$ cat config.mk
export PLATFORM = sky130hd
export DESIGN_NAME = ewfq_ram
export DESIGN_NICKNAME = d
export VERILOG_FILES = /design/src/hw/rtl/event_watch_filter_queue_assert.svh /design/src/hw/rtl/ewfq_ram.sv
export SDC_FILE = /design/constraint.sdc
export NUM_CORES = 1
export LEC_CHECK = 0
export BUFFER_PORTS_ARGS = -buffer_cell sky130_fd_sc_hd__buf_2
export CAP_MARGIN = 20
export CORE_MARGIN = 3
export CORE_UTILIZATION = 55
export DETAILED_ROUTE_END_ITERATION = 8
export PLACE_DENSITY = 0.73
export SETUP_SLACK_MARGIN = 0.3
export SLEW_MARGIN = 40
export SYNTH_ARGS = -nofsm -noshare
export SYNTH_HDL_FRONTEND = slang
export SYNTH_SLANG_ARGS = --single-unit
$ cat constraint.sdc
create_clock -name i_clk -period 2.3 [get_ports i_clk]
set_input_delay 0.345 -clock i_clk [delete_from_list [all_inputs] [get_ports i_clk]]
set_output_delay 0.345 -clock i_clk [all_outputs]
set_load 0.02 [all_outputs]
$ cat src/hw/rtl/event_watch_filter_queue_assert.svh
// Assertion macros shared by the event watch filter queue RTL.
// Each macro expects i_clk and i_rst_n in the scope where it is used.
`ifndef EVENT_WATCH_FILTER_QUEUE_ASSERT_SVH
`define EVENT_WATCH_FILTER_QUEUE_ASSERT_SVH

// Condition must hold at every clock edge outside reset
`define EWFQ_ASSERT_ALWAYS(lbl, cond, msg) \
    lbl: assert property (@(posedge i_clk) disable iff (!i_rst_n) (cond)) \
        else $error(msg);

// Antecedent in a cycle implies consequent in the same cycle
`define EWFQ_ASSERT_IMPLY(lbl, ante, cons, msg) \
    lbl: assert property (@(posedge i_clk) disable iff (!i_rst_n) (ante) |-> (cons)) \
        else $error(msg);

`endif

$ cat src/hw/rtl/ewfq_ram.sv
// Generic simple dual-port RAM: one write port, one read port, registered read.
// No dependencies.
`default_nettype none

module ewfq_ram #(
    parameter int WIDTH = 8,
    parameter int DEPTH = 16,
    parameter int AW    = 4
) (
    input  wire logic             i_clk,
    input  wire logic             i_we,
    input  wire logic [AW-1:0]    i_waddr,
    input  wire logic [WIDTH-1:0] i_wdata,
    input  wire logic [AW-1:0]    i_raddr,
    output logic      [WIDTH-1:0] o_rdata
);

    logic [WIDTH-1:0] r_mem [DEPTH];

    // Write port
    always_ff @(posedge i_clk) begin
        if (i_we) begin
            r_mem[i_waddr] <= i_wdata;
        end
    end

    // Registered read port
    always_ff @(posedge i_clk) begin
        o_rdata <= r_mem[i_raddr];
    end

endmodule

`default_nettype wire

==> results.ini <==
[outcome]
status = completed

[placed_design]
dpl_cell_area_sq_mm = 0.00552
gp_congestion = 0.752
hpwlAfterDp_um = 6050
dp.cells = 373
port_buffers = 25

[setup_path]
cp-end-kind = flop
r2r_slack_ns = 0.88
cpMaxStageDelayCell = mux4_1
required_ns = 2.68
crit_path_start = i_raddr[0]
critical_path.cell_chain = buf_2 -> buf_12 -> mux4_1 -> a22oi_1 -> nand2_1
critical_path_arrival_ns = 1.89
path_max_fanout = 16
max_stage_delay_ns = 0.57
crit_type = primary input to flop
r2r-start = r_mem[4][0]$_DFFE_PP_
worstSetupStartpointType = primary input

[job]
drv_cap = 0

[final_layout]
finish.instance_area_sq_mm = 0.00615
fin_cells = 404
antennaDiodeCount = 0
drive_above_1_share = 0.321
area_growth_pct = 19.5
final_nets = 302
fillers = 540

[sta]
worst_pin_slew_ns = 0.599
drv_slew = 0
clock.fmax_mhz = 664
finalCriticalPeriod_ns = 1.51
rsz0062_at_grt = no
finalSetupTns_ns = 0
setup_viol = 0
maxSlewHeadroom = 0.599
fin_crit_sh = 0.655
whs_ns = 0.219
skew_ns = 0.00760
finalHoldViolations = 0

[yosys]
synth_top_family_by_area = multiplexers
synth_adder_area_share = 0
ys.warnings.count = 0
avgSynthCellArea_sq_um = 22.5
synth-compound-area-share = 0.0233
ys_seq_area_frac = 0.778
syn-num-nets = 247
asyncSetResetFlopFracSynth = 0
ys_ff_latch = 136
synth_commonest_cells = edfxtp_1, mux4_2, a22oi_1
yosys.cell_types.count = 19
syn_inst = 229
synthMuxAreaShare = 0.150
synth_area_sq_mm = 0.00515
synth_ff_type = edfxtp_1
synth_top_area_share = 0.747
synth_most_common_cell = edfxtp_1
synth_edf_count = 128
synth.area.top_cells = edfxtp_1, mux4_2, mux4_1
yosysTopAreaCell = edfxtp_1
synth_xor_area_frac = 0
yosys.area_share.simple = 0.0318

[clocking]
cts.htree.levels = 4
clk_pin_slew_worst_paths_ns = 0.06
postCtsResizedCells = 0
cts_tree = done
postCtsHoldBufs = 0
clk_latency_ns = 0.50
postCtsSetupRepairBufs = 0
ctsLongestPathBuffers = 2
clock-sinks = 136
cts_made_buffers = 17
clockRootBuffer = clkbuf_8

[floorplan]
dieArea_sq_mm = 0.0106
die_w_um = 103
dieHeight_um = 103
start_util = 0.579
fp.coreArea_sq_mm = 0.00889
io_pins = 26
fp-row-count = 34

[route]
drt-total-wl_um = 9500
initialDrtViolationCount = 265
wl_per_cell_um = 23.5
antenna_left = 0
routed.top_layer = met4
dr.pass1.iters = 5
via_count = 2473
met2WireLength_um = 4710
wl_met1_um = 3910
wl_met3_um = 699
routed_via_density = 6.12
drc = 0

[global_routing]
globalRouteTotalUtil = 0.200
grt_pass1_vias = 2513
grt_pass1_wl_um = 14600
grt_overflow = 0
antenna_found_initial = 0
grt_start_max_net_pins = 33

[pwr]
power.density_mw_per_mm2 = 961
finalPower_mw = 5.91
ir_drop_mv = 0.551
leakage_nw = 2.12

[worst_hold_path]
min_from = i_wdata[2]
hold_path.class = primary input to flop

==> placed cells by master (no fill, tap or decap), types with 3 or more instances in the layout <==
| cell type | count |
|---|---|
| buf_2 | 25 |
| mux4_1 | 14 |
| clkbuf_16 | 16 |
| a22oi_1 | 16 |
| mux4_2 | 18 |
| buf_4 | 18 |
| buf_12 | 3 |
| edfxtp_1 | 128 |
| bufinv_16 | 5 |
| clkinv_4 | 3 |
| dfxtp_1 | 8 |
| nor3_1 | 4 |
| nand2_1 | 9 |
| nor2_1 | 13 |
==> final timing paths <==
check / endpoint / depth (start not counted)
max: o_rdata[0]$_DFF_P_ / 5
min: r_mem[14][2]$_DFFE_PP_ / 1
max reg2reg: o_rdata[0]$_DFF_P_ / 3
min reg2reg: o_rdata[1]$_DFF_P_ / 3
==> cell type report <==
type / instances / area [sq um] / area share
Timing Repair Buffer: 46 / 320 / 0.0521
Clock inverter: 12 / 201 / 0.0328
Multi-Input combinational cell: 83 / 1060 / 0.172
Tap cell: 108 / 135 / 0.0220
Sequential cell: 136 / 4000 / 0.651
Clock buffer: 19 / 432 / 0.0702
==> per-layer routing <==
layer  track usage  vias up
met5             0        -
met4        0.0727        0
met3        0.0474       18
met2         0.315      121
met1         0.279     1252
li1              -     1082
==> worst max-delay path, delay by kind of cell <==
| kind | cells | cell delay, ns |
|---|---|---|
| mux | 1 | 0.57 |
| buf+inv | 2 | 0.55 |
| compound gates | 1 | 0.29 |
| simple gates | 1 | 0.11 |
==> cell families after synthesis <==
| logic type | Yosys count |
|---|---|
| buf+inv | 10 |
| compound gates | 16 |
| mux | 32 |
| flops | 136 |
| simple gates | 35 |
==> sequential cells by signal, indices dropped and copies added (netlist names) <==
| name | flops |
|---|---|
| o_rdata | 8 |
| r_mem | 128 |
==> per-stage QoR <==
step	worst slack, ns	util
floorplan	0.462	-
global placement	0.307	0.620
detailed placement	0.293	0.620
CTS	0.811	0.692
global route	0.731	0.692
finish	0.794	0.692
==> where the power goes <==
| group | internal [mW] | switching (mW) | total, mW | leakage [nW] |
|---|---|---|---|---|
| Combinational | 0.115 | 0.162 | 0.278 | 0.595 |
| Clock | 1.89 | 0.956 | 2.85 | 0.304 |
| Sequential | 2.77 | 0.0154 | 2.79 | 1.22 |
Power figures use the tool's default switching activity.
